==> src/hdl/jdp_pkg.sv <==
// ----------------------------------------------------------------------------
// jdp_pkg
// Shared sizes, operation codes and result codes of the job dispatcher.
// ----------------------------------------------------------------------------
package jdp_pkg;

   // Sizes
   localparam int NUM_WORKERS = 16;
   localparam int QUEUE_DEPTH = 32;
   localparam int TAG_BITS    = 16;

   localparam int WKR_BITS = 4;   // worker id field
   localparam int CNT_BITS = 5;   // registered worker count, 0..NUM_WORKERS
   localparam int PTR_BITS = 5;   // queue head / tail
   localparam int QCT_BITS = 6;   // queued job count, 0..QUEUE_DEPTH
   localparam int POS_BITS = 5;   // queue position field

   // Event kinds on the request channel
   typedef enum logic [1:0] {
      OP_JOB      = 2'd0,
      OP_REGISTER = 2'd1,
      OP_READY    = 2'd2,
      OP_UNUSED   = 2'd3
   } op_type;

   // Result kinds on the response channel
   typedef enum logic [2:0] {
      ACT_DISPATCHED     = 3'd0,
      ACT_QUEUED         = 3'd1,
      ACT_FULL           = 3'd2,
      ACT_REG_IDLE       = 3'd3,
      ACT_REG_DISPATCH   = 3'd4,
      ACT_READY          = 3'd5,
      ACT_READY_DISPATCH = 3'd6,
      ACT_REJECT         = 3'd7
   } action_type;

endpackage

==> src/hdl/job_dispatcher_ready_pool_fifo_unit.sv <==
// ----------------------------------------------------------------------------
// job_dispatcher_ready_pool_fifo_unit
// Hands jobs to the lowest ready worker, or queues them in a circular FIFO
// held in a synchronous RAM until a worker registers or reports ready.
// ----------------------------------------------------------------------------
//  channel | direction | tuser                | tdata
//  req_    | in        | op [1:0]             | request_tag, worker_id
//  rsp_    | out       | action [2:0]         | assigned_worker, job_tag,
//          |           |                      | queue_position
//
//  An event that takes a queued job (registration or ready report with jobs
//  waiting) goes on to ST_POP for the registered read of the job RAM at the
//  queue head; no event is taken in ST_POP.
//  A result waits in an output register; the next event is taken while it
//  is being transferred. Synchronous active-high reset clears the pool,
//  the counts and the pointers; the job RAM is not cleared.
// ----------------------------------------------------------------------------
module job_dispatcher_ready_pool_fifo_unit (
   input  logic        clock,
   input  logic        reset,
   input  logic        req_tvalid,
   output logic        req_tready,
   input  logic [23:0] req_tdata,   // [15:0] request_tag, [19:16] worker_id
   input  logic [1:0]  req_tuser,   // [1:0] op
   output logic        rsp_tvalid,
   input  logic        rsp_tready,
   output logic [31:0] rsp_tdata,   // [3:0] assigned_worker, [19:4] job_tag,
                                    // [24:20] queue_position
   output logic [2:0]  rsp_tuser    // [2:0] action
);
   import jdp_pkg::*;

   typedef enum logic [1:0] {
      ST_IDLE = 2'b01,
      ST_POP  = 2'b10
   } state_type;

   // Request fields
   logic [TAG_BITS-1:0] req_tag;
   logic [WKR_BITS-1:0] req_wid;
   op_type              req_op;

   assign req_tag = req_tdata[TAG_BITS-1:0];
   assign req_wid = req_tdata[TAG_BITS+WKR_BITS-1:TAG_BITS];
   assign req_op  = op_type'(req_tuser);

   // State registers
   state_type              state_ff, state_in;
   logic [NUM_WORKERS-1:0] ready_mask_ff, ready_mask_in;
   logic [CNT_BITS-1:0]    reg_count_ff, reg_count_in;
   logic [PTR_BITS-1:0]    head_ff, head_in;
   logic [PTR_BITS-1:0]    tail_ff, tail_in;
   logic [QCT_BITS-1:0]    q_count_ff, q_count_in;

   // Held result of an event waiting on the RAM read
   action_type          hold_act_ff, hold_act_in;
   logic [WKR_BITS-1:0] hold_wkr_ff, hold_wkr_in;

   // Output register
   logic                rsp_valid_ff, rsp_valid_in;
   action_type          rsp_act_ff, rsp_act_in;
   logic [WKR_BITS-1:0] rsp_wkr_ff, rsp_wkr_in;
   logic [TAG_BITS-1:0] rsp_tag_ff, rsp_tag_in;
   logic [POS_BITS-1:0] rsp_pos_ff, rsp_pos_in;

   // Job RAM
   logic [TAG_BITS-1:0] job_mem [QUEUE_DEPTH];
   logic [TAG_BITS-1:0] rd_data_ff;
   logic                mem_we;

   logic                req_accept;
   logic                pop_need;
   logic                any_ready;
   logic [WKR_BITS-1:0] low_ready;

   assign req_tready = (state_ff == ST_IDLE) && (!rsp_valid_ff || rsp_tready);
   assign req_accept = req_tvalid && req_tready;
   assign any_ready  = |ready_mask_ff;

   // Lowest-numbered ready worker
   always_comb begin
      low_ready = '0;
      for (int i = NUM_WORKERS - 1; i >= 0; i--) begin
         if (ready_mask_ff[i]) begin
            low_ready = WKR_BITS'(i);
         end
      end
   end

   // Event decode and next state
   always_comb begin
      state_in      = state_ff;
      ready_mask_in = ready_mask_ff;
      reg_count_in  = reg_count_ff;
      head_in       = head_ff;
      tail_in       = tail_ff;
      q_count_in    = q_count_ff;
      hold_act_in   = hold_act_ff;
      hold_wkr_in   = hold_wkr_ff;
      rsp_valid_in  = rsp_valid_ff && !rsp_tready;
      rsp_act_in    = rsp_act_ff;
      rsp_wkr_in    = rsp_wkr_ff;
      rsp_tag_in    = rsp_tag_ff;
      rsp_pos_in    = rsp_pos_ff;
      mem_we        = 1'b0;
      pop_need      = 1'b0;

      case (state_ff)
         ST_IDLE: begin
            if (req_accept) begin
               rsp_valid_in = 1'b1;
               rsp_act_in   = ACT_REJECT;
               rsp_wkr_in   = '0;
               rsp_tag_in   = '0;
               rsp_pos_in   = '0;
               case (req_op)
                  OP_JOB: begin
                     rsp_tag_in = req_tag;
                     if (any_ready) begin
                        ready_mask_in[low_ready] = 1'b0;
                        rsp_act_in = ACT_DISPATCHED;
                        rsp_wkr_in = low_ready;
                     end else if (q_count_ff >= QCT_BITS'(QUEUE_DEPTH)) begin
                        rsp_act_in = ACT_FULL;
                     end else begin
                        mem_we     = 1'b1;
                        tail_in    = (tail_ff == PTR_BITS'(QUEUE_DEPTH - 1)) ?
                                     '0 : tail_ff + 1'b1;
                        q_count_in = q_count_ff + 1'b1;
                        rsp_act_in = ACT_QUEUED;
                        rsp_pos_in = q_count_ff[POS_BITS-1:0];
                     end
                  end
                  OP_REGISTER: begin
                     if (reg_count_ff < CNT_BITS'(NUM_WORKERS)) begin
                        reg_count_in = reg_count_ff + 1'b1;
                        if (q_count_ff != '0) begin
                           pop_need    = 1'b1;
                           hold_act_in = ACT_REG_DISPATCH;
                           hold_wkr_in = reg_count_ff[WKR_BITS-1:0];
                        end else begin
                           ready_mask_in[reg_count_ff[WKR_BITS-1:0]] = 1'b1;
                           rsp_act_in = ACT_REG_IDLE;
                           rsp_wkr_in = reg_count_ff[WKR_BITS-1:0];
                        end
                     end
                  end
                  OP_READY: begin
                     if ({1'b0, req_wid} < reg_count_ff) begin
                        if (q_count_ff != '0) begin
                           pop_need    = 1'b1;
                           hold_act_in = ACT_READY_DISPATCH;
                           hold_wkr_in = req_wid;
                        end else begin
                           ready_mask_in[req_wid] = 1'b1;
                           rsp_act_in = ACT_READY;
                           rsp_wkr_in = req_wid;
                        end
                     end
                  end
                  default: begin
                     rsp_act_in = ACT_REJECT;
                  end
               endcase

               // Popping: result waits in hold_act/hold_wkr for the registered RAM read
               if (pop_need) begin
                  rsp_valid_in = 1'b0;
                  head_in      = (head_ff == PTR_BITS'(QUEUE_DEPTH - 1)) ?
                                 '0 : head_ff + 1'b1;
                  q_count_in   = q_count_ff - 1'b1;
                  state_in     = ST_POP;
               end
            end
         end
         ST_POP: begin
            // output register is empty here: it was free at acceptance
            rsp_valid_in = 1'b1;
            rsp_act_in   = hold_act_ff;
            rsp_wkr_in   = hold_wkr_ff;
            rsp_tag_in   = rd_data_ff;
            rsp_pos_in   = '0;
            state_in     = ST_IDLE;
         end
         default: begin
            state_in = ST_IDLE;
         end
      endcase
   end

   // Control registers
   always_ff @(posedge clock) begin
      if (reset) begin
         state_ff      <= ST_IDLE;
         ready_mask_ff <= '0;
         reg_count_ff  <= '0;
         head_ff       <= '0;
         tail_ff       <= '0;
         q_count_ff    <= '0;
         rsp_valid_ff  <= 1'b0;
      end else begin
         state_ff      <= state_in;
         ready_mask_ff <= ready_mask_in;
         reg_count_ff  <= reg_count_in;
         head_ff       <= head_in;
         tail_ff       <= tail_in;
         q_count_ff    <= q_count_in;
         rsp_valid_ff  <= rsp_valid_in;
      end
   end

   // Payload registers
   always_ff @(posedge clock) begin
      hold_act_ff <= hold_act_in;
      hold_wkr_ff <= hold_wkr_in;
      rsp_act_ff  <= rsp_act_in;
      rsp_wkr_ff  <= rsp_wkr_in;
      rsp_tag_ff  <= rsp_tag_in;
      rsp_pos_ff  <= rsp_pos_in;
   end

   // Job RAM: write at tail, registered read at head
   always_ff @(posedge clock) begin
      if (mem_we) begin
         job_mem[tail_ff] <= req_tag;
      end
      rd_data_ff <= job_mem[head_ff];
   end

   // Response ports
   assign rsp_tvalid = rsp_valid_ff;
   assign rsp_tuser  = rsp_act_ff;
   assign rsp_tdata  = {7'd0, rsp_pos_ff, rsp_tag_ff, rsp_wkr_ff};

   // Checks
   a_count_bound: assert property (@(posedge clock) disable iff (reset)
      q_count_ff <= QCT_BITS'(QUEUE_DEPTH))
      else $error("queued job count above queue depth");

   a_pool_or_queue: assert property (@(posedge clock) disable iff (reset)
      (ready_mask_ff != '0) |-> (q_count_ff == '0))
      else $error("ready worker while jobs are queued");

   a_pop_slot_free: assert property (@(posedge clock) disable iff (reset)
      (state_ff == ST_POP) |-> !rsp_valid_ff)
      else $error("output register busy during queue pop");

   a_pop_follows: assert property (@(posedge clock) disable iff (reset)
      (req_accept && pop_need) |=> (state_ff == ST_POP))
      else $error("pop not followed by read cycle");

   a_reg_bound: assert property (@(posedge clock) disable iff (reset)
      reg_count_ff <= CNT_BITS'(NUM_WORKERS))
      else $error("registered worker count above capacity");

endmodule
==> config.mk <==
export PLATFORM = sky130hd
export DESIGN_NAME = job_dispatcher_ready_pool_fifo_unit
export DESIGN_NICKNAME = d
export VERILOG_FILES = /design/src/hdl/jdp_pkg.sv /design/src/hdl/job_dispatcher_ready_pool_fifo_unit.sv
export SDC_FILE = /design/constraint.sdc
export NUM_CORES = 1
export LEC_CHECK = 0
export CORE_UTILIZATION = 47
export DETAILED_ROUTE_END_ITERATION = 8
export DONT_BUFFER_PORTS = 1
export GPL_ROUTABILITY_DRIVEN = 0
export GPL_TIMING_DRIVEN = 0
export REMOVE_ABC_BUFFERS = 1
export SLEW_MARGIN = 20
export SYNTH_ARGS = -nofsm -noshare
export SYNTH_HDL_FRONTEND = slang
export SYNTH_SLANG_ARGS = --single-unit
==> constraint.sdc <==
create_clock -name clock -period 4.01 [get_ports clock]
set_input_delay 1.0025 -clock clock [delete_from_list [all_inputs] [get_ports clock]]
set_output_delay 1.0025 -clock clock [all_outputs]
set_load 0.005 [all_outputs]
# Word level (Yosys, flattened, before mapping)
# Memory sizes are Yosys's and may differ from the RTL's. A register that Yosys moved wholly into a read port is not among the register bits.
# Cells that the tools add are included.
word_totals:
  reg_bits: 75
  mem_bits_rw: 512
  input_bits: 30
  word_cells: 161
  n_memories: 1
mem_list:
  columns: ["name", "words", "word_bits", "rd", "rd_ports_with_merged_regs", "wr", "line_no", "rtl"]
  rows:
  - ["job_mem", 32, 16, 1, 1, 1, "job_dispatcher_ready_pool_fifo_unit.sv:67", "logic [TAG_BITS-1:0] job_mem [QUEUE_DEPTH];"]
classes:
  addsub: 5
  n_lt_le_gt_ge: 9
  eq_ne: 16
  muxes: 85
  bitwise: 7
  reduce_logical: 25
ops:
  columns: ["cell", "n"]
  rows:
  - ["2-to-1 mux 16 bit", 7]
  - ["2-to-1 mux 4 bit", 26]
  - ["one-hot mux 16 bit (3 select lines)", 1]
  - ["bitwise OR 16 bit", 2]
  - ["one-hot mux 16 bit (2 select lines)", 1]
  - ["2-to-1 mux 5 bit", 6]
  - ["2-to-1 mux 6 bit", 4]
  - ["2-to-1 mux 3 bit", 7]
  - ["2-to-1 mux 1 bit", 17]
  - ["bitwise AND 16 bit", 1]
  - ["inequality test 2 bit, second input constant", 8]
  - ["NOT 16 bit", 1]
  - ["one-hot mux 4 bit (2 select lines)", 2]
  - ["OR reduction 16 bit", 1]
  - ["adder 5 x 1 -> 5 bit, second input constant", 3]
  - ["less-than comparator 4 x 5 -> 1 bit, second input constant", 3]
  - ["demux 1 bit (select 4 bit)", 3]
  - [">= comparator 4 x 1 -> 1 bit, second input constant", 3]
  - ["one-hot mux 3 bit (2 select lines)", 2]
  - ["one-hot mux 4 bit (3 select lines)", 1]
  - ["== test 5 bit, second input constant", 2]
  - ["one-hot mux 5 bit (2 select lines)", 1]
  - ["AND reduction 5 bit", 2]
  - ["one-hot mux 3 bit (3 select lines)", 1]
  - ["24 further kinds", 42]

# Longest topological paths before layout
depth:
  word_depth: 24
  depth_mapped: 14
  depth_no_buf: 14

# Least setup slack after synthesis
# OpenSTA, ideal clock, no wires.
synth_timing:
  kind: "input port to flip-flop"
  startpoint: "in req_tdata[18]"
  endpoint: "reg q_count_ff[5]"
  setup_ns: 0.074
  t_arrival_ns: 3.374
  t_required_ns: 3.936
  slack_ns: 0.561
  path_stages: 13
  n_path_buf: 0
  path_cell_list: "ha_1 a21oi_1 o21ai_0 a311oi_4 nand2_1 inv_1 ha_1 a211oi_1 nor2_1 o21ai_0 nand2b_1 or3_1 a31oi_1"
synth_via:
  elab_chain_len: 7
synth_rtl:
  columns: ["item", "line_no", "rtl"]
  rows:
  - ["start: declaration", "job_dispatcher_ready_pool_fifo_unit.sv:23", "input logic [23:0] req_tdata,"]
  - ["less-than comparator 4 x 5 -> 1 bit (*)", "job_dispatcher_ready_pool_fifo_unit.sv:149", "if ({1'b0, req_wid} < reg_count_ff) begin"]
  - ["2-to-1 mux 1 bit (*)", "job_dispatcher_ready_pool_fifo_unit.sv:149", null]
  - ["one-hot mux 1 bit (2 select lines) (*)", "job_dispatcher_ready_pool_fifo_unit.sv:116", "case (req_op)"]
  - ["2-to-1 mux 1 bit (*)", "job_dispatcher_ready_pool_fifo_unit.sv:110", "if (req_accept) begin"]
  - ["2-to-1 mux 1 bit (*)", "job_dispatcher_ready_pool_fifo_unit.sv:108", "case (state_ff)"]
  - ["inequality test 2 x 1 -> 1 bit (no source line) / nonzero test 2 bit (equally long branches)", null, null]
  - ["AND reduction 5 bit (no source line)", null, null]
  - ["end signal: assignment", "job_dispatcher_ready_pool_fifo_unit.sv:207", "q_count_ff <= q_count_in;"]
  - ["end: declaration", "job_dispatcher_ready_pool_fifo_unit.sv:53", "logic [QCT_BITS-1:0] q_count_ff, q_count_in;"]
# Every way passes the cells marked *; elsewhere a longest branch is shown, timed or not. The select of a mux whose other input is x is not followed.
# A chain may end at the register's enable or synchronous reset.

# Final worst setup path
layout_timing:
  startpoint: "in req_tuser[0]"
  endpoint: "reg q_count_ff[5]"
layout_via:
  elab_chain_len: 6
layout_rtl:
  columns: ["item", "line_no", "rtl"]
  rows:
  - ["start: declaration", "job_dispatcher_ready_pool_fifo_unit.sv:24", "input logic [1:0] req_tuser,"]
  - ["== test 2 bit / == test 2 x 1 -> 1 bit (equally long branches)", "job_dispatcher_ready_pool_fifo_unit.sv:116", null]
  - ["one-hot mux 1 bit (2 select lines)", "job_dispatcher_ready_pool_fifo_unit.sv:116", null]
  - ["2-to-1 mux 1 bit", "job_dispatcher_ready_pool_fifo_unit.sv:110", null]
  - ["2-to-1 mux 1 bit", "job_dispatcher_ready_pool_fifo_unit.sv:108", null]
  - ["inequality test 2 x 1 -> 1 bit (no source line) / nonzero test 2 bit (equally long branches)", null, null]
  - ["AND reduction 5 bit (no source line)", null, null]
# Parallel ways exist; a longest one is shown, timed or not. The select of a mux whose other input is x is not followed.

==> impl_metrics.toml <==
[sta]
final_hold_viol_count = 0
min_period_over_period_pct = 91.2
setup_viol = 0
slew_headroom_pct = 24.8
tightest_slew_ns = 1.12
finalCriticalPeriod_ns = 3.66
achievable-frequency_mhz = 274
rsz0062_at_grt = "no"
maxSlewViolCount = 0
fin_skew_ns = 0.0147

[worst_setup_path]
critPathMaxFanout = 27
crit_type = "input pin to register"
worst_r2r_path_depth = 14
reg2reg_to = "q_count_ff[5]$_SDFFE_PP0P_"
worst_setup_path_start_kind = "input pin"
reg2reg_slack_ns = 0.48
arrival_ns = 4.20
worst_setup_path_end_kind = "register"
critPathRequiredTime_ns = 4.55
cp-startpoint = "req_tuser[0]"
r2r_start = "reg_count_ff[2]$_SDFFE_PP0P_"

[clocking]
cts_root_buf = "clkbuf_16"
hold_buffers = 0
cts_sinks = 601
clock_path_buffers = 3
cts_made_buffers = 59
clk-insertion-delay-late_ns = 0.62
clk_pin_slew_ns = 0.06
htreeDepth = 2
cts_tree = "built"

[drt]
routed_wl_um = 55700
post-route-drc-count = 0
drtPass1Iterations = 5
viasPerCell = 5.99
vias = 12900
ant_nets = 0
drtIter0Drc = 970
avgRoutedWirePerCell_um = 25.8

[pwr]
power.leakage_nw = 8.38
vdd_drop_max_mv = 0.342
power.density_nw_per_um2 = 450

[placed_design]
placed_area_um2 = 25600
dp_hpwl_um = 34200
place_inst = 2049
portBuffers = 0

[logic_synthesis]
synth.avg_cell_area_um2 = 17.1
synth.yosys.seq_area_share_pct = 72.0
synth-seq-cells = 601
synth_top_area_share_pct = 67.3
syn_area_um2 = 24300
synthTopCellsByArea = "edfxtp_1 (67%), mux4_2 (7.4%), dfxtp_1 (4.6%)"
ys_warn_count = 0
synth_top_cell_by_area = "edfxtp_1"
synthDistinctLibCells = 72
synthFlopType = "edfxtp_1"
synthArstFlopShare_pct = 0
synth.most_common_cell = "edfxtp_1"
syn_inst = 1423
synth_edf_count = 545
synthTopCellsByCount = "edfxtp_1 (545), mux2i_1 (99), mux4_2 (80)"

[die]
die-area_um2 = 52600
design.core.area_um2 = 50600
die_x_um = 229
start_util_pct = 48.0
rows = 82
dieHeight_um = 229
io_pins = 67

[min_path]
hold_path.class = "input pin to register"
min_to = "head_ff[0]$_SDFFE_PP0P_"
min_from = "reset"
whs_path_depth = 1

[global_route]
grt_start_max_net_pins = 49
grt_antenna_before_repair = 1
grt_pass1_wl_um = 83500
overflow = 0
gr-usage-all-layers_pct = 21.5
grt_pass1_vias = 12900

[final_layout]
layout.cells.non_filler = 2159
area_growth_syn_to_layout_pct = 12.6
fillers = 3949
num_antenna_cells = 0
drive_gt1_share_pct = 16.7
final_area_um2 = 27400
final_nets = 1495

[flow_run]
cap_viol_max_count = 0

[run_status]
status = "finished, final reports clean"
[worst max-delay path, cell delays in order]
cell and delay, ns:
inv_1 0.06, ha_1 0.72, a21boi_0 0.30, a311oi_4 0.43, nand2_1 0.13, inv_1 0.19
ha_1 0.28, a211oi_1 0.25, nor2_1 0.09, o21ai_0 0.17, nand2b_1 0.09, or3_1 0.30
a31oi_1 0.19
[logic make-up after synthesis]
family,after synthesis,synth area share (%)
flops,601,72.0
compound gates,284,8.26
simple gates,221,4.84
mux,179,11.5
buf+inv,107,1.93
fa+ha+maj,25,1.32
xor+xnor,5,0.180
other cells,1,0.0154
[what timing repair did]
| item | in CTS | in global routing |
|---|---|---|
| resized for setup | 1 | 0 |
| setup endpoints to repair | 62 | 47 |
| setup buffers | 0 | 2 |
| pin swaps | 0 | 1 |
[area by class of cell]
class | instances | area, um^2 | share of cell area (%)
flip-flops and latches | 601 | 17500 | 63.9
multi-input cells | 721 | 6570 | 24.0
clock buffers | 72 | 1530 | 5.57
well taps | 672 | 841 | 3.07
repair buffers | 33 | 596 | 2.18
clock inverters | 36 | 255 | 0.932
inverters | 24 | 90.1 | 0.329
[flip-flops by register name, summed over array words and instances (netlist names)]
register and cells:
rsp_tuser 3, tail_ff 5, hold_wkr_ff 4, rsp_pos_ff 5, reg_count_ff 5, job_mem 512, ready_mask_ff 16, hold_act_ff 1
rd_data_ff 16, q_count_ff 6, rsp_tag_ff 16, rsp_tvalid 1, rsp_wkr_ff 4, head_ff 5, state_ff 2
[cell usage in the layout (no fill, tap or decap), types with 28 or more instances in the layout]
| master | synthesis | final |
|---|---|---|
| edfxtp_1 | 545 | 545 |
| mux2i_1 | 99 | 99 |
| mux4_2 | 80 | 80 |
| clkbuf_16 | 0 | 59 |
| nand2_1 | 52 | 51 |
| dfxtp_1 | 56 | 51 |
| o221ai_1 | 49 | 49 |
| a21oi_1 | 43 | 43 |
| o21ai_0 | 44 | 43 |
| nor2_1 | 70 | 37 |
| o22ai_1 | 35 | 35 |
| a211oi_1 | 28 | 28 |
[power breakdown]
part           switching [mW]  leakage [nW]  internal, mW
clock network            2.28         0.877          2.88
logic                   0.152          2.12         0.100
registers              0.0292          5.39          6.87
total                    2.46          8.38          9.85
[routing by layer]
| layer | global-route usage (%) | share of wire [%] | vias up |
|---|---|---|---|
| met1 | 29.1 | 43 | 6600 |
| met4 | 7.44 | 3.0 | 0 |
| met3 | 3.78 | 5.8 | 103 |
| li1 | - | - | 5803 |
| met2 | 35.0 | 48 | 419 |
| met5 | 0 | 0 | - |
[per-stage QoR]
step,worst slack (ns),util [%],total power [mW],TNS [ns],hold WS (ns)
detailed placement,-0.567,50.5,7.28,-182.98,0.477
floorplan,-4.15,-,7.21,-81.19,0.451
global placement,-7.24,49.0,7.29,-666.44,0.465
finish,0.354,54.1,12.3,0,0.453
global route,0.124,54.1,12.7,0,0.427
CTS,0.257,54.1,12.4,0,0.422
[how the worst max path moves through the flow]
stage                                       to  slack, ns  cells past startpoint
finish              q_count_ff[5]$_SDFFE_PP0P_       0.35                     13
global route        q_count_ff[5]$_SDFFE_PP0P_       0.12                     13
CTS                    job_mem[5][0]$_DFFE_PP_       0.26                      7
floorplan              head_ff[3]$_SDFFE_PP0P_      -4.15                      6
global placement        rd_data_ff[14]$_DFF_P_      -7.24                      5
detailed placement    job_mem[5][11]$_DFFE_PP_      -0.57                      6
No activity file was read; power rests on OpenSTA's default activity.
